--- src/hw/rtl/csv_field_parser_defines.svh ---
// Assertion macros shared by the CSV field parser RTL.
// Needs a clock named clk and an active-low reset named arst_n in scope.
`ifndef CSV_FIELD_PARSER_DEFINES_SVH
`define CSV_FIELD_PARSER_DEFINES_SVH

// Property that must hold at every clock edge outside reset
`define CFP_ASSERT(lbl, prop, msg) \
	lbl: assert property (@(posedge clk) disable iff (!arst_n) (prop)) else $error(msg);

// Implication whose consequent is checked in the next cycle
`define CFP_ASSERT_NEXT(lbl, cond, prop, msg) \
	lbl: assert property (@(posedge clk) disable iff (!arst_n) (cond) |=> (prop)) else $error(msg);

`endif

--- src/hw/rtl/cfp_pkg.sv ---
// Shared types, constants and helpers for the CSV field parser.
// No dependencies; imported by cfp_cfg_if and by every module of the block.
package cfp_pkg;

	localparam int MAX_PENDING_SPACE = 16;
	localparam int SPACE_CNT_W = $clog2(MAX_PENDING_SPACE + 1);
	localparam int SPACE_IDX_W = (MAX_PENDING_SPACE > 1) ? $clog2(MAX_PENDING_SPACE) : 1;
	localparam logic [SPACE_CNT_W-1:0] SPACE_FULL = SPACE_CNT_W'(MAX_PENDING_SPACE);

	localparam int QUEUE_DEPTH = 4;
	localparam int QUEUE_PTR_W = $clog2(QUEUE_DEPTH);
	localparam int QUEUE_CNT_W = $clog2(QUEUE_DEPTH + 1);
	localparam logic [QUEUE_CNT_W-1:0] QUEUE_FULL = QUEUE_CNT_W'(QUEUE_DEPTH);

	localparam int CFG_IDX_W = 2;
	localparam logic [CFG_IDX_W-1:0] REG_DELIMITER  = 2'd0;
	localparam logic [CFG_IDX_W-1:0] REG_QUOTE_CHAR = 2'd1;

	localparam logic [7:0] DELIMITER_RESET  = 8'd44;
	localparam logic [7:0] QUOTE_CHAR_RESET = 8'd34;

	typedef enum logic {
		CMD_BYTE,
		CMD_FIELD_END
	} cmd_kind_t;

	typedef struct packed {
		cmd_kind_t              kind;
		logic [7:0]             data;
		logic [SPACE_CNT_W-1:0] spaces;
		logic                   line_end;
		logic                   truncated;
	} cmd_t;

	typedef struct packed {
		logic                   en;
		logic [SPACE_IDX_W-1:0] addr;
		logic [7:0]             data;
	} store_wr_t;

	typedef struct packed {
		logic full;
		logic empty;
	} queue_st_t;

	function automatic logic is_ws(input logic [7:0] c);
		return (c == 8'd32) || (c >= 8'd9 && c <= 8'd13);
	endfunction

endpackage

--- src/hw/rtl/cfp_queue.sv ---
// Short command queue between the front end and the back end.
// Depends on cfp_pkg and csv_field_parser_defines.svh.
`include "csv_field_parser_defines.svh"

module cfp_queue import cfp_pkg::*; (
	input  logic      clk,
	input  logic      arst_n,
	input  logic      push,
	input  cmd_t      push_cmd,
	input  logic      pop,
	output logic      head_valid,
	output cmd_t      head,
	output queue_st_t q_st
);

	cmd_t                   mem_q [QUEUE_DEPTH];
	logic [QUEUE_PTR_W-1:0] wr_ptr_q;
	logic [QUEUE_PTR_W-1:0] rd_ptr_q;
	logic [QUEUE_CNT_W-1:0] count_q;

	assign head_valid = (count_q != '0);
	assign head       = mem_q[rd_ptr_q];
	assign q_st.full  = (count_q == QUEUE_FULL);
	assign q_st.empty = (count_q == '0);

	always_ff @(posedge clk) begin
		if (push)
			mem_q[wr_ptr_q] <= push_cmd;
	end

	always_ff @(posedge clk or negedge arst_n) begin
		if (!arst_n) begin
			wr_ptr_q <= '0;
			rd_ptr_q <= '0;
			count_q  <= '0;
		end else begin
			if (push)
				wr_ptr_q <= wr_ptr_q + QUEUE_PTR_W'(1);
			if (pop)
				rd_ptr_q <= rd_ptr_q + QUEUE_PTR_W'(1);
			case ({push, pop})
				2'b10:   count_q <= count_q + QUEUE_CNT_W'(1);
				2'b01:   count_q <= count_q - QUEUE_CNT_W'(1);
				default: ;
			endcase
		end
	end

	`CFP_ASSERT(a_pop_nonempty, !pop || head_valid, "pop from an empty queue")

endmodule

--- config.mk ---
export PLATFORM = sky130hd
export DESIGN_NAME = cfp_queue
export DESIGN_NICKNAME = d
export VERILOG_FILES = /design/src/hw/rtl/cfp_pkg.sv /design/src/hw/rtl/cfp_queue.sv
export VERILOG_INCLUDE_DIRS = /design/src /design/src/hw/rtl
export SDC_FILE = /design/constraint.sdc
export NUM_CORES = 1
export LEC_CHECK = 0
export ABC_AREA = 1
export BUFFER_PORTS_ARGS = -buffer_cell sky130_fd_sc_hd__buf_2
export CAP_MARGIN = 20
export CORE_MARGIN = 5
export CORE_UTILIZATION = 35
export CTS_BUF_LIST = sky130_fd_sc_hd__clkbuf_8
export DETAILED_ROUTE_END_ITERATION = 6
export PLACE_DENSITY_LB_ADDON = 0.1
export SLEW_MARGIN = 20
export SYNTH_ARGS = -nofsm -noshare
export SYNTH_HDL_FRONTEND = slang
export SYNTH_SLANG_ARGS = --single-unit
--- constraint.sdc ---
create_clock -name clk -period 1.6 [get_ports clk]
set_input_delay 0.24 -clock clk [delete_from_list [all_inputs] [get_ports clk]]
set_output_delay 0.24 -clock clk [all_outputs]
set_load 0.03 [all_outputs]
==> out/qor.txt, run 1 <==
final setup violation count: 16
initial DRC count: 50
Hold Crit Class: primary input to flip-flop
Final Critical Period: 1.73 ns
setup_tns: -1.50 ns
DP Cell Count: 388
register area: 0.00210 mm^2
Setup crit end kind: output port
count leader, synth: edfxtp_1
fill count: 887
EDFF count, synth: 64
synthesized area per cell: 13.6 um^2
Synth area leaders: edfxtp_1 (60%), o211ai_2 (9.0%), dfrtp_1 (5.5%), inv_1 (5.1%), nand2_2 (5.1%)
Tcrit/Tclk final: 108%
Die Y: 106 um
Final WS setup: -0.133 ns
synthesized flop and latch total: 71
RSZ-0062 raised after global routing: true
final-report hold violation count: 0
Critical Path Fanout Max: 20
Synth area leader: edfxtp_1
GPL Wtd Cong: 0.636
final core utilization: 42.6%
Die W: 106 um
Top Ports: 39
failing checks: setup timing
Total Die Area: 0.0112 mm^2
worst slew pin tran: 0.222 ns
GRT Util Overall: 10.9%
post-route ant nets: 0
P_leak: 0.00165 uW
post-DP HPWL: 3.79 mm
Skew-Pair Late Insertion Delay: 0.34 ns
initial antenna violation count: 0
mapped cell area: 0.00321 mm^2
Yosys top cell area share: 59.8%
total CTS buffers: 9
Yosys cell types: 23
CTS HTree Levels: 3
Pwr Total: 7810 uW
largest net degree at the start of global routing: 41
Rows: 35
gr ovfl total: 0
share of cells above drive strength 1: 43.1%
WP data required: 1.36 ns
critical path class: flip-flop to output port
status: complete, but fails checks
Area Growth Syn to Fin: 20.7%
pre-CTS setup slack: 0.157 ns
vias in the first global route: 1,770
clock slew at reported path FFs: 0.08 ns
Top FF cell, synth: edfxtp_1
maxcap violations: 0
CP Launch Type: flip-flop
Reg2Reg Setup Slack: 0.31 ns
f_max: 577 MHz
WL per Instance: 14.3 um
Final nets: 318
Post-Route WL: 5.84 mm
DR vias/cell: 4.47
maximum buffer depth of the clock tree: 2
CP Data Arrival Time: 1.49 ns
drt first pass iters: 4
Finished Layout Cells: 408
asr flop ratio synth: 9.86%
multi-input logic area: 806 um^2
PwrDens: 2010 mW/mm^2
via count: 1,822
most common library cells after synthesis: edfxtp_1 (64), inv_1 (44), nand2_1 (33)
syn nets: 262
CTS tree: yes
initial cell density of the core: 35.3%
PortBufs: 38
CTS sink cnt: 71
Max IR drop VDD: 0.714 mV
slew margin rel.: 85.2%
Root Driver: clkbuf_8
Final Max Slew Viols: 0
Syn Inst Count: 236
YS warnings: 0
skew final: 0.00855 ns
first-pass GRT wire length: 8.98 mm
DRC Markers: 0
sequential share of the synthesized area: 65.3%
Antenna Diode Count: 0
core area: 0.00911 mm^2
worst paths after layout:
path                             start     endpoint  cells past startpoint
setup / recovery           rd_ptr_q[0]     head[15]                      4
hold / removal             push_cmd[3]  mem_q[3][3]                      1
setup reg to reg           wr_ptr_q[0]  mem_q[2][7]                      5
hold reg to reg             count_q[2]   count_q[2]                      2
max in group asynchronous       arst_n  rd_ptr_q[0]                      2
min in group asynchronous       arst_n   count_q[0]                      2
stage by stage:
step / area, um^2 / hold slack (ns)
finish: 3880 / 0.109
global route: 3880 / 0.0854
CTS: 3820 / 0.0931
detailed placement: 3520 / 0.0936
global placement: 3520 / 0.0971
floorplan: 3210 / -0.0556
final cells by class:
cell class / instances / area share [%]
clock inverter: 7 / 2.26
multi-input combinational: 107 / 20.8
sequential: 71 / 54.1
clock buffer: 9 / 3.19
tap: 111 / 3.58
inverter: 47 / 4.68
timing repair buffer: 56 / 11.4
cells in the final DEF (no fill, tap or decap), types with 2 or more instances in the layout:
| cell type | n |
|---|---|
| nand3_1 | 2 |
| clkinv_2 | 4 |
| inv_2 | 2 |
| dfrtp_1 | 6 |
| xor2_1 | 2 |
| buf_12 | 2 |
| edfxtp_1 | 64 |
| buf_2 | 27 |
| ha_1 | 5 |
| clkbuf_8 | 9 |
| buf_4 | 12 |
| nand2_1 | 30 |
| nand2_2 | 29 |
| bufinv_16 | 2 |
| o211ai_1 | 9 |
| o211ai_2 | 23 |
| inv_1 | 44 |
| buf_6 | 12 |
flip-flops by register name, indices dropped and copies added (netlist names):
name and cells:
count_q 3, wr_ptr_q 2, rd_ptr_q 2, mem_q 64
critical path, cell delays in order, from the launching register on:
cell	delay (ns)
dfrtp_2	0.49
clkbuf_16	0.23
o211ai_1	0.22
nand2_2	0.08
buf_6	0.13
layer usage:
layer	wire length, um	vias up	GRT usage (%)	share of wire (%)
met4	110	0	5.27	1.9
met2	2820	26	16.6	48
met3	232	9	3.80	4.0
li1	-	903	-	-
met1	2670	884	13.8	46
met5	0	-	0	0
cells by family after synthesis:
group                      synth area share [%]
xor gates and xnor gates                   1.32
AOI/OAI and AO/OA                          11.4
and+or+nand+nor                            9.58
buffers and inverters                      9.89
DFF                                        65.3
adders and majority gates                  2.57
report_power, final:
part,leakage [uW],total [uW],switching (uW),internal (uW)
logic,0.000868,3640,2220,1420
clock network,0.000109,1520,659,866
registers,0.000670,2640,189,2450
repair_timing:
item                       CTS  global route
gates resized for setup     16            10
hold endpoints to repair     7             0
cloned                       0             1
buffers inserted             2             0
setup endpoints to repair   16            16
pin swaps                    2             5
hold buffers                 1             0
Power figures use the tool's default switching activity.
==> run 2, diff against run 1 <==
--- a/config.mk
+++ b/config.mk
@@ -10,7 +10,7 @@
 export BUFFER_PORTS_ARGS = -buffer_cell sky130_fd_sc_hd__buf_2
 export CAP_MARGIN = 20
 export CORE_MARGIN = 5
-export CORE_UTILIZATION = 35
+export CORE_UTILIZATION = 40
 export CTS_BUF_LIST = sky130_fd_sc_hd__clkbuf_8
 export DETAILED_ROUTE_END_ITERATION = 6
 export PLACE_DENSITY_LB_ADDON = 0.1
==> run 2 against run 1 <==
  * The flow still finishes with violations (setup timing)
  * Sequential share of layout area grew 0.65 points
  * Non-clock buffer count decreased by 4
  * Power decreased by 4.7%
  * Maximum frequency up 3.7%
  * Register-to-register slack about the same
  * Via count fell by 3.2%
  * Final area down 1.1%
  * Clock-buffer cell count did not move
  * Combinational power is essentially flat
  * Routed wire length is 6.6% lower
  * Die area down 11%
  * Setup slack better by 0.062 ns
  * Critical endpoint is now head[5]
==> out/qor.txt, run 2 (synthesis gave the netlist of run 1 again) <==
R2R depth: 6 (+1)
final core utilization: 49.4% (+6.8 points)
initial DRC count: 50 (unchanged)
most common cell after layout, fill and taps aside: edfxtp_1
GPL Wtd Cong: 0.668 (+5.0%)
biggest regs: mem_q x64, count_q x3
P_leak: 0.00161 uW (-2.2%)
Root Driver: clkbuf_8
status: complete, but fails checks
Hold Crit Class: primary input to flip-flop
worst slew pin tran: 0.200 ns (-0.0224 ns)
slew margin rel.: 86.6% (+1.4 points)
DRC Markers: 0 (unchanged)
crit-path cells: buf_6, o211ai_1, nand2_2, buf_2
worst r2r src: count_q[0]
Final nets: 315 (-0.94%)
Top Ports: 39 (unchanged)
initial antenna violation count: 0 (unchanged)
drt first pass iters: 4 (unchanged)
Pwr Total: 7450 uW (-4.7%)
vias in the first global route: 1,774 (+0.23%)
Final Max Slew Viols: 0 (unchanged)
worst hold stages: 1 (unchanged)
Rows: 32 (-8.6%)
CTS sink cnt: 71 (unchanged)
final-report hold violation count: 0 (unchanged)
skew final: 0.00951 ns (+0.000955 ns)
WL per Instance: 13.8 um (-3.8%)
Reg2Reg Setup Slack: 0.30 ns (about the same)
Worst path max stage delay: 0.46 ns (-0.03 ns)
Area Growth Syn to Fin: 19.4%
core area: 0.00777 mm^2 (-15%)
total CTS buffers: 9 (unchanged)
first-pass GRT wire length: 8.85 mm (-1.5%)
GRT Util Overall: 12.0% (+1.1 points)
Hold EP: mem_q[2][5]
failing checks: setup timing
Antenna Diode Count: 0 (unchanged)
initial cell density of the core: 41.4% (+6.1 points)
postcts setup bufs: 0 (-2)
Total Die Area: 0.00993 mm^2 (-11%)
post-DP HPWL: 3.57 mm (-5.8%)
multi-input logic area: 803 um^2 (-0.31%)
final setup violation count: 15 (-1)
most frequent cells in the layout: edfxtp_1 (64), inv_1 (45), nand2_1 (31)
Final WS setup: -0.0708 ns (+0.0623 ns)
f_max: 599 MHz (+3.7%)
final hold slack: 0.119 ns (+0.0105 ns)
gr ovfl total: 0 (unchanged)
Critical Path Fanout Max: 17 (-15%)
Die Y: 99.6 um (-5.8%)
maximum buffer depth of the clock tree: 2 (unchanged)
most flop-heavy register: mem_q
CP Launch Type: flip-flop
RSZ-0062 raised after global routing: true
clock slew at reported path FFs: 0.07 ns (about the same)
largest net degree at the start of global routing: 32 (-22%)
Setup crit end kind: output port
slowest CP cell: dfrtp_2
CTS HTree Levels: 3 (unchanged)
maxcap violations: 0 (unchanged)
post-route ant nets: 0 (unchanged)
Post-Route WL: 5.45 mm (-6.6%)
fill count: 715 (-19%)
share of cells above drive strength 1: 40.8% (-2.3 points)
PortBufs: 38 (unchanged)
reg2reg end: count_q[2]
DR vias/cell: 4.45 (-0.31%)
Max IR drop VDD: 0.737 mV (+3.2%)
CTS tree: yes
max reg flops: 64 (unchanged)
Tcrit/Tclk final: 104% (-3.9 points)
register area: 0.00210 mm^2 (about the same)
Final Critical Period: 1.67 ns (-0.0623 ns)
Die W: 99.6 um (-5.8%)
pre-CTS setup slack: 0.163 ns (+0.00681 ns)
Skew-Pair Late Insertion Delay: 0.33 ns (about the same)
PwrDens: 1940 mW/mm^2 (-3.6%)
via count: 1,763 (-3.2%)
hold path start: push_cmd[5]
WP data required: 1.36 ns (about the same)
critical path class: flip-flop to output port
CP Data Arrival Time: 1.43 ns (-0.06 ns)
-- run 2: how the worst max path moves through the flow --
| stage | from | endpoint | slack [ns] | depth (start not counted) |
|---|---|---|---|---|
| finish | rd_ptr_q[0] | head[5] | -0.07 | 4 |
| global route | rd_ptr_q[0] | head[4] | -0.18 | 4 |
| CTS | rd_ptr_q[0] | head[5] | -0.10 | 4 |
| detailed placement | push | count_q[2] | 0.16 | 9 |
| global placement | push | count_q[2] | 0.21 | 9 |
| floorplan | push | count_q[2] | 0.25 | 9 |
-- run 2: layout make-up --
| cell class | count | share of cell area [%] |
|---|---|---|
| repair inverters | 1 | 0.228 |
| repair buffers | 52 | 12.0 |
| clock inverters | 7 | 0.816 |
| multi-input cells | 107 | 20.9 |
| flip-flops and latches | 71 | 54.7 |
| clock buffers | 9 | 3.23 |
| well taps | 102 | 3.33 |
| inverters | 47 | 4.73 |
-- run 2: layer usage --
layer / vias up / GRT usage [%] / routed length [um]
met5: - / 0 / 0
met3: 6 / 4.14 / 252
met2: 29 / 19.9 / 2780
met1: 827 / 14.5 / 2330
met4: 0 / 4.10 / 78
li1: 901 / - / -
-- run 2: report_power, final --
part	leakage, uW	internal (uW)	switching (uW)	total, uW
Sequential	0.000669	2460	190	2650
Clock	0.0000804	532	606	1140
Combinational	0.000862	1460	2200	3660
-- run 2: critical path, delay by kind of cell, from the launching register on --
kind	cells	cell delay (ns)
and+or+nand+nor	1	0.06
buffers and inverters	2	0.35
AOI/OAI and AO/OA	1	0.22
DFF	1	0.46
-- run 2: what timing repair did --
item | 4_1_cts | 5_1_grt
setup endpoints to repair | 16 | 16
hold buffers | 1 | 0
resized for setup | 30 | 2
gates cloned | 1 | 0
pin swaps | 2 | 4
endpoints found under the hold margin | 7 | 0
-- run 2: metrics by stage --
step,setup TNS [ns],area [um^2],instances
6_report,-0.530,3830,396
5_1_grt,-2.08,3830,396
4_1_cts,-1.04,3830,396
3_5_place_dp,0,3570,378
3_3_place_gp,0,3570,378
2_1_floorplan,0,3210,236
