===== src/hw/rtl/csv_field_parser_defines.svh =====
// Assertion macros shared by the CSV field parser RTL.
// Needs a clock named clk and an active-low reset named arst_n in scope.
`ifndef CSV_FIELD_PARSER_DEFINES_SVH
`define CSV_FIELD_PARSER_DEFINES_SVH

// Property that must hold at every clock edge outside reset
`define CFP_ASSERT(lbl, prop, msg) \
	lbl: assert property (@(posedge clk) disable iff (!arst_n) (prop)) else $error(msg);

// Implication whose consequent is checked in the next cycle
`define CFP_ASSERT_NEXT(lbl, cond, prop, msg) \
	lbl: assert property (@(posedge clk) disable iff (!arst_n) (cond) |=> (prop)) else $error(msg);

`endif


===== src/hw/rtl/cfp_pkg.sv =====
// Shared types, constants and helpers for the CSV field parser.
// No dependencies; imported by cfp_cfg_if and by every module of the block.
package cfp_pkg;

	localparam int MAX_PENDING_SPACE = 16;
	localparam int SPACE_CNT_W = $clog2(MAX_PENDING_SPACE + 1);
	localparam int SPACE_IDX_W = (MAX_PENDING_SPACE > 1) ? $clog2(MAX_PENDING_SPACE) : 1;
	localparam logic [SPACE_CNT_W-1:0] SPACE_FULL = SPACE_CNT_W'(MAX_PENDING_SPACE);

	localparam int QUEUE_DEPTH = 4;
	localparam int QUEUE_PTR_W = $clog2(QUEUE_DEPTH);
	localparam int QUEUE_CNT_W = $clog2(QUEUE_DEPTH + 1);
	localparam logic [QUEUE_CNT_W-1:0] QUEUE_FULL = QUEUE_CNT_W'(QUEUE_DEPTH);

	localparam int CFG_IDX_W = 2;
	localparam logic [CFG_IDX_W-1:0] REG_DELIMITER  = 2'd0;
	localparam logic [CFG_IDX_W-1:0] REG_QUOTE_CHAR = 2'd1;

	localparam logic [7:0] DELIMITER_RESET  = 8'd44;
	localparam logic [7:0] QUOTE_CHAR_RESET = 8'd34;

	typedef enum logic {
		CMD_BYTE,
		CMD_FIELD_END
	} cmd_kind_t;

	typedef struct packed {
		cmd_kind_t              kind;
		logic [7:0]             data;
		logic [SPACE_CNT_W-1:0] spaces;
		logic                   line_end;
		logic                   truncated;
	} cmd_t;

	typedef struct packed {
		logic                   en;
		logic [SPACE_IDX_W-1:0] addr;
		logic [7:0]             data;
	} store_wr_t;

	typedef struct packed {
		logic full;
		logic empty;
	} queue_st_t;

	function automatic logic is_ws(input logic [7:0] c);
		return (c == 8'd32) || (c >= 8'd9 && c <= 8'd13);
	endfunction

endpackage


===== src/hw/rtl/cfp_out_if.sv =====
// Result channel of the CSV field parser.
// No dependencies.
interface cfp_out_if;
	logic       valid;
	logic       ready;
	logic [7:0] out_byte;
	logic       has_byte;
	logic       field_end;
	logic       line_end;
	logic       field_truncated;
	logic       last_in_run;

	modport source (output valid, output out_byte, output has_byte, output field_end,
		output line_end, output field_truncated, output last_in_run, input ready);
	modport sink (input valid, input out_byte, input has_byte, input field_end,
		input line_end, input field_truncated, input last_in_run, output ready);
endinterface


===== src/hw/rtl/cfp_back.sv =====
// Back end: pending-space store, flush sequencing and the output register.
// Depends on cfp_pkg, cfp_out_if and csv_field_parser_defines.svh.
`include "csv_field_parser_defines.svh"

module cfp_back import cfp_pkg::*; (
	input  logic      clk,
	input  logic      arst_n,
	input  store_wr_t st_wr,
	input  logic      head_valid,
	input  cmd_t      head,
	output logic      pop,
	cfp_out_if.source fields
);

	logic [7:0]             store_q [MAX_PENDING_SPACE];
	logic [SPACE_CNT_W-1:0] idx_q;
	logic                   valid_q;
	logic [7:0]             byte_q;
	logic                   hb_q, fe_q, le_q, tr_q, last_q;

	logic                   load;
	logic                   take;
	logic                   in_spaces;

	always_ff @(posedge clk) begin
		if (st_wr.en)
			store_q[st_wr.addr] <= st_wr.data;
	end

	assign load      = !valid_q || fields.ready;
	assign take      = load && head_valid;
	assign in_spaces = (head.kind == CMD_BYTE) && (idx_q != head.spaces);
	assign pop       = take && !in_spaces;

	always_ff @(posedge clk or negedge arst_n) begin
		if (!arst_n) begin
			valid_q <= 1'b0;
			idx_q   <= '0;
		end else begin
			if (load)
				valid_q <= head_valid;
			if (take) begin
				if (in_spaces)
					idx_q <= idx_q + SPACE_CNT_W'(1);
				else
					idx_q <= '0;
			end
		end
	end

	always_ff @(posedge clk) begin
		if (take) begin
			if (in_spaces) begin
				byte_q <= store_q[idx_q[SPACE_IDX_W-1:0]];
				hb_q   <= 1'b1;
				fe_q   <= 1'b0;
				le_q   <= 1'b0;
				tr_q   <= 1'b0;
				last_q <= 1'b0;
			end else if (head.kind == CMD_BYTE) begin
				byte_q <= head.data;
				hb_q   <= 1'b1;
				fe_q   <= 1'b0;
				le_q   <= 1'b0;
				tr_q   <= 1'b0;
				last_q <= 1'b1;
			end else begin
				byte_q <= 8'd0;
				hb_q   <= 1'b0;
				fe_q   <= 1'b1;
				le_q   <= head.line_end;
				tr_q   <= head.truncated;
				last_q <= 1'b1;
			end
		end
	end

	assign fields.valid           = valid_q;
	assign fields.out_byte        = byte_q;
	assign fields.has_byte        = hb_q;
	assign fields.field_end       = fe_q;
	assign fields.line_end        = le_q;
	assign fields.field_truncated = tr_q;
	assign fields.last_in_run     = last_q;

	`CFP_ASSERT(a_idx_bound, !(head_valid && head.kind == CMD_BYTE) || idx_q <= head.spaces,
		"flush index beyond pending count")
	`CFP_ASSERT(a_fe_no_byte, !(valid_q && fe_q) || !hb_q, "field end carries a byte")

endmodule

===== src/flat_wrapper.sv =====
// flat-port wrapper written by rule: the top's interface ports become plain ports
module cfp_back_flat import cfp_pkg::*;
  (clk, arst_n, st_wr, head_valid, head, pop, fields_valid, fields_out_byte, fields_has_byte, fields_field_end, fields_line_end, fields_field_truncated, fields_last_in_run, fields_ready);
  cfp_out_if fields_i ();
  input  logic clk;
  input  logic arst_n;
  input  store_wr_t st_wr;
  input  logic head_valid;
  input  cmd_t head;
  output logic pop;
  output wire logic [$bits(fields_i.valid)-1:0] fields_valid;
  output wire logic [$bits(fields_i.out_byte)-1:0] fields_out_byte;
  output wire logic [$bits(fields_i.has_byte)-1:0] fields_has_byte;
  output wire logic [$bits(fields_i.field_end)-1:0] fields_field_end;
  output wire logic [$bits(fields_i.line_end)-1:0] fields_line_end;
  output wire logic [$bits(fields_i.field_truncated)-1:0] fields_field_truncated;
  output wire logic [$bits(fields_i.last_in_run)-1:0] fields_last_in_run;
  input wire logic [$bits(fields_i.ready)-1:0] fields_ready;
  assign fields_valid = fields_i.valid;
  assign fields_out_byte = fields_i.out_byte;
  assign fields_has_byte = fields_i.has_byte;
  assign fields_field_end = fields_i.field_end;
  assign fields_line_end = fields_i.line_end;
  assign fields_field_truncated = fields_i.field_truncated;
  assign fields_last_in_run = fields_i.last_in_run;
  assign fields_i.ready = fields_ready;
  cfp_back u_core (.clk(clk), .arst_n(arst_n), .st_wr(st_wr), .head_valid(head_valid), .head(head), .pop(pop), .fields(fields_i));
endmodule

===== config.mk =====
export PLATFORM = sky130hd
export DESIGN_NAME = cfp_back_flat
export DESIGN_NICKNAME = d
export VERILOG_FILES = /design/src/hw/rtl/cfp_pkg.sv /design/src/hw/rtl/cfp_out_if.sv /design/src/hw/rtl/cfp_back.sv /design/src/flat_wrapper.sv
export VERILOG_INCLUDE_DIRS = /design/src /design/src/hw/rtl
export SDC_FILE = /design/constraint.sdc
export NUM_CORES = 1
export LEC_CHECK = 0
export CAP_MARGIN = 5
export CORE_MARGIN = 2
export CORE_UTILIZATION = 57
export DETAILED_ROUTE_END_ITERATION = 8
export DONT_BUFFER_PORTS = 1
export PLACE_DENSITY_LB_ADDON = 0.05
export SETUP_SLACK_MARGIN = 0.02
export SYNTH_ARGS = -nofsm -noshare
export SYNTH_HDL_FRONTEND = slang
export SYNTH_SLANG_ARGS = --single-unit

===== constraint.sdc =====
create_clock -name clk -period 1.9 [get_ports clk]
set_input_delay 0.19 -clock clk [delete_from_list [all_inputs] [get_ports clk]]
set_output_delay 0.19 -clock clk [all_outputs]
set_load 0.005 [all_outputs]

==> impl_results.md, run 1 <==
- Syn Nets: 329
- Pre-Repair DR Iteration Count: 4
- Asr flop ratio synth: 4.08%
- Full die area: 11200 um^2
- Drt drc: 0
- Worst r2r src: u_core.idx_q[0]
- Worst flop-to-flop path endpoint: u_core.fields.out_byte[0]
- Psw: 2.17 mW
- Clock Tree Buf Depth: 2
- Crit path kind: reg2reg
- Final min period: 1.95 ns
- Rel. slew slack: 51.2%
- Setup TNS Final: -0.276 ns
- Slew @ Worst Pin: 0.730 ns
- Peak supply drop: 0.614 mV
- Hold Path Class: in2reg
- Initial core utilization: 58.1%
- DP Area: 6190 um^2
- Detail Placement HPWL: 7.35 mm
- Die H: 106 um
- Final setup viols: 9
- Reg power frac: 42.6%
- Fmax: 0.513 GHz
- Power per Cell Area: 1230 nW/um^2
- R2r setup slk: -0.05 ns
- Clk_lat worst skew: 0.52 ns
- Leakage power: 2.44 nW
- Status: finished with violations
- Hold Fails Final Rpt: 0
- First-pass GRT wire length: 18.8 mm
- Crit end category: flop
- Antenna diodes: 0
- Rows: 37
- Seq/Total Area, Yosys: 74.1%
- Root buffer cell: clkbuf_8
- Synthesized area per cell: 20.1 um^2
- Nets: 400
- Routability Congestion: 0.751
- CTS sink count: 147
- TritonCTS clock tree: done
- CP arrival: 2.22 ns
- Count of warnings emitted by yosys: 0
- Cell Area, Synth: 5920 um^2
- Share of cells above drive strength 1: 31.7%
- Most frequent cells in the layout: edfxtp_1, buf_4, mux4_2
- Clock slew at reported path FFs: 0.06 ns
- Core outline area: 10200 um^2
- Total track usage: 24.2%
- Main synth FF type: edfxtp_1
- PnR worst setup slack: -0.0481 ns
- Commonest non-fill, non-tap cell in the layout: edfxtp_1
- Clk network pwr share: 38.0%
- Avg WL per Cell: 24.8 um
- Antenna-violating nets left: 0
- WHS Path Cells: 3
- Vias per inst: 6.04
- Failing checks: setup timing
- WP data required: 2.17 ns
- Comb power frac: 19.4%
- Max-Cap Viols: 0
- Setup crit end: u_core.fields.out_byte[0]
- Port bufs: 0
- Final instance area: 7290 um^2
- Max stage delay on crit path: 0.54 ns
- Period utilization: 103%
- Die Width: 106 um
- Starting DRT DRC Count: 257
- FF+latch count, synth: 147
- Total gr overflow: 0
- Slowest CP cell: mux4_2
- Beginning of the critical path: u_core.idx_q[0]
- Largest net degree at the start of global routing: 21
- Vias: 3110
- Initial antenna violation count: 0
- I/O pin total: 48
- Crit-path max FO: 5
- RSZ-0062 raised after global routing: true
- Worst Reg2Reg Path Length in Cells: 6
- Critical Path Start Type: flop
- Routed Wire Length: 12.8 mm
- Synth unique cells: 35
- CP cell instances: buf_6, clkbuf_16, mux4_2, a22o_1, nor2_2, o2bb2ai_1
- Sw Share: 24.2%
- Tot Pwr: 8.98 mW
- Clock H-tree levels: 4
- Vias in the first global route: 3174
- Post-synth EDFFs: 141
- Area Overhead vs Synth: 23.2%
- Setup Skew: 0.00520 ns
- Post-synthesis cell count: 295
- Internal Pwr Total: 6.81 mW
- Final Slew Violations: 0
- Num CTS Buffers: 17
sequential cells by signal (all words and copies together) (netlist names):
| register | flops |
|---|---|
| u_core.fields.field_end | 1 |
| u_core.fields.field_truncated | 1 |
| u_core.fields.has_byte | 1 |
| u_core.fields.last_in_run | 1 |
| u_core.fields.line_end | 1 |
| u_core.fields.out_byte | 8 |
| u_core.fields.valid | 1 |
| u_core.idx_q | 5 |
| u_core.store_q | 128 |
metal layers:
metal / GRT usage [%] / wire [um] / up-vias
met5: 0 / 0 / -
met4: 9.96 / 372 / 0
met3: 6.87 / 912 / 27
met2: 36.0 / 5990 / 139
met1: 34.3 / 5500 / 1589
li1: - / - / 1355
cells by family after synthesis:
group,share of synthesized area [%]
adders and majority gates,0.211
AOI/OAI and AO/OA,4.74
and+or+nand+nor,4.91
xor gates and xnor gates,0.740
DFF,74.1
muxes,12.6
buffers and inverters,2.71
area by class of cell:
type,instances,area [um^2]
multi-input combinational,130,1420
timing repair buffer,67,693
clock inverter,9,153
sequential,147,4390
fill,619,2890
clock buffer,23,457
inverter,3,15.0
tap,136,170
what timing repair did:
item | 4_1_cts | 5_1_grt
endpoints found under the hold margin | 149 | 0
setup endpoints to repair | 2 | 9
hold buffers | 23 | 0
pin swaps | 2 | 3
resized for setup | 15 | 9
buffers inserted | 10 | 2
gates cloned | 1 | 3
Yosys cell counts, types with 4 or more instances:
| cell type | instances | area, um^2 |
|---|---|---|
| mux4_2 | 25 | 563 |
| mux4_1 | 7 | 184 |
| nor2_1 | 21 | 78.8 |
| xnor2_1 | 5 | 43.8 |
| edfxtp_1 | 141 | 4230 |
| nand2b_1 | 4 | 25.0 |
| o211ai_1 | 5 | 37.5 |
| nand2_1 | 11 | 41.3 |
| a22o_1 | 16 | 140 |
| nand3_1 | 4 | 20.0 |
| buf_2 | 4 | 20.0 |
| o2bb2ai_1 | 8 | 70.1 |
| dfrtp_1 | 6 | 150 |
| nor3_1 | 4 | 20.0 |
power groups by stage:
| stage | Sequential, mW | Clock [mW] | Combinational, mW |
|---|---|---|---|
| 6_report | 3.83 | 3.41 | 1.74 |
| 5_1_grt | 3.84 | 3.60 | 1.86 |
| 4_1_cts | 3.82 | 3.46 | 1.60 |
| 3_5_place_dp | 3.90 | 0 | 1.31 |
| 3_3_place_gp | 3.90 | 0 | 1.31 |
| 2_1_floorplan | 3.83 | 0 | 1.07 |
per-stage QoR:
stage | hold WS (ns) | cells | worst slack, ns | utilization [%]
5_1_grt | 0.0287 | 515 | -0.107 | 71.6
4_1_cts | 0.0228 | 510 | -0.0481 | 70.6
3_3_place_gp | -0.105 | 444 | -0.0357 | 60.8
6_report | 0.0311 | 515 | -0.0481 | 71.6
3_5_place_dp | -0.105 | 444 | -0.0158 | 60.8
2_1_floorplan | -0.106 | 295 | 0.128 | -
how the worst min path moves through the flow:
stage	startpoint	slack [ns]	endpoint
after detailed placement	arst_n	-0.11	u_core.fields.valid
after floorplan	arst_n	-0.11	u_core.fields.valid
after CTS	head_valid	0.02	u_core.idx_q[1]
after global placement	arst_n	-0.11	u_core.fields.valid
after global routing	st_wr[8]	0.03	u_core.store_q[4][2]
final	head_valid	0.03	u_core.idx_q[1]
critical path, delay by kind of cell, from the launching register on:
| family | cells | cell delay [ns] |
|---|---|---|
| compound gates | 2 | 0.30 |
| mux | 1 | 0.54 |
| buf+inv | 2 | 0.29 |
| flops | 1 | 0.42 |
| simple gates | 1 | 0.13 |
Note: power is estimated with default switching activity, not from simulation.
==> inputs of run 2 (changes only) <==
- CELL_PAD_IN_SITES_DETAIL_PLACEMENT: not set -> 1
- CELL_PAD_IN_SITES_GLOBAL_PLACEMENT: not set -> 1
- CORE_UTILIZATION: 57 -> 49
==> impl_results.md, run 2 (same netlist as run 1, synthesis figures left out) <==
- Critical Path Start Type: flop
- Rows: 40
- Routability Congestion: 0.766
- Power per Cell Area: 1230 nW/um^2
- Root buffer cell: clkbuf_16
- Vias in the first global route: 3314
- Clock H-tree levels: 4
- Final Slew Violations: 0
- Share of cells above drive strength 1: 30.0%
- Hold Path Class: in2reg
- First-pass GRT wire length: 20.9 mm
- Nets: 401
- Hold Fails Final Rpt: 0
- Peak supply drop: 0.640 mV
- Detail Placement HPWL: 8.52 mm
- Failing checks: setup timing
- Tot Pwr: 9.02 mW
- Crit-path max FO: 9
- CP arrival: 2.16 ns
- Final non-filler cell total: 528
- Placed Instances: 455
- Final setup viols: 8
- Total track usage: 23.3%
- Internal Pwr Total: 6.79 mW
- Period utilization: 105%
- Final instance area: 7310 um^2
- Total gr overflow: 0
- Biggest register: u_core.store_q
- WP data required: 2.06 ns
- Routed Wire Length: 14.1 mm
- Commonest non-fill, non-tap cell in the layout: edfxtp_1
- Slew @ Worst Pin: 0.776 ns
- Psw: 2.23 mW
- DP Area: 6210 um^2
- Pre-Repair DR Iteration Count: 6
- Clk network pwr share: 37.7%
- Num CTS Buffers: 17
- I/O pin total: 48
- Status: finished with violations
- Area Overhead vs Synth: 23.6%
- Antenna-violating nets left: 0
- TritonCTS clock tree: done
- Initial antenna violation count: 1
- Fmax: 0.500 GHz
- Clk_lat worst skew: 0.42 ns
- Comb power frac: 19.9%
- Starting DRT DRC Count: 202
- Crit end category: flop
- Sw Share: 24.8%
- Full die area: 13000 um^2
- Most frequent cells in the layout: edfxtp_1, buf_4, mux4_2
- Die Width: 114 um
- Core outline area: 11900 um^2
- Final core utilization: 61.4%
- Drt drc: 0
- Rel. slew slack: 48.1%
- Clock slew at reported path FFs: 0.06 ns
- Setup Skew: 0.0101 ns
- Leakage power: 2.45 nW
- Avg WL per Cell: 26.6 um
- Number of flip-flops in the largest register: 128
- Largest net degree at the start of global routing: 27
- Worst hold margin: 0.0734 ns
- Initial core utilization: 49.7%
- Vias: 3120
- Port bufs: 0
- Final min period: 2.00 ns
- Clock Tree Buf Depth: 2
- CTS sink count: 147
- RSZ-0062 raised after global routing: true
- Die H: 114 um
- PnR worst setup slack: -0.101 ns
- Vias per inst: 5.91
- Reg power frac: 42.4%
- Crit path kind: reg2reg
- Max-Cap Viols: 0
run 2: stage by stage:
| step | setup slack [ns] | setup TNS [ns] |
|---|---|---|
| final | -0.101 | -0.396 |
| after global routing | -0.135 | -0.938 |
| after CTS | -0.0585 | -0.336 |
| after detailed placement | -0.0993 | -0.275 |
| after global placement | -0.0514 | -0.110 |
| after floorplan | 0.128 | 0 |
run 2: final timing paths:
kind                            startpoint                   endpoint  slack (ns)  cells past startpoint
setup / recovery           u_core.idx_q[0]  u_core.fields.out_byte[0]       -0.10                      7
hold reg to reg            u_core.idx_q[4]            u_core.idx_q[4]        0.65                      2
hold / removal                    head[15]     u_core.fields.has_byte        0.07                      1
max in group asynchronous           arst_n            u_core.idx_q[0]        1.54                      1
setup reg to reg           u_core.idx_q[0]  u_core.fields.out_byte[0]       -0.10                      7
min in group asynchronous           arst_n        u_core.fields.valid        0.10                      1
run 2: what timing repair did:
item,CTS,global route
hold endpoints to repair,146,0
gates resized for setup,17,6
setup endpoints to repair,9,10
pin swaps,9,3
buffers inserted,11,5
hold buffers,22,0
gates cloned,2,1
run 2: power by group through the flow:
stage | Sequential, mW | Combinational [mW] | Clock (mW)
4_1_cts | 3.82 | 1.72 | 3.44
2_1_floorplan | 3.83 | 1.07 | 0
5_1_grt | 3.84 | 1.93 | 3.57
6_report | 3.83 | 1.79 | 3.40
3_3_place_gp | 3.89 | 1.38 | 0
3_5_place_dp | 3.89 | 1.40 | 0
run 2: critical path, stage by stage, from the launching register on:
cell       delay (ns)
dfrtp_2          0.43
buf_4            0.15
buf_12           0.14
buf_4            0.13
mux4_2           0.46
a22o_1           0.21
nor2_2           0.11
o2bb2ai_1        0.10
run 2: cell type report:
cell class / instances / area [um^2]
inverter: 3 / 11.3
sequential: 147 / 4390
fill: 1015 / 4600
antenna: 1 / 2.50
clock buffer: 19 / 433
timing repair buffer: 68 / 702
tap: 147 / 184
multi-input combinational: 130 / 1430
clock inverter: 13 / 165
run 2: layer usage:
metal	track usage, %	wire length, um	up-vias
met5	0	0	-
met4	7.80	178	0
met3	6.16	787	21
met2	38.3	7210	111
met1	30.5	5880	1623
li1	-	-	1365
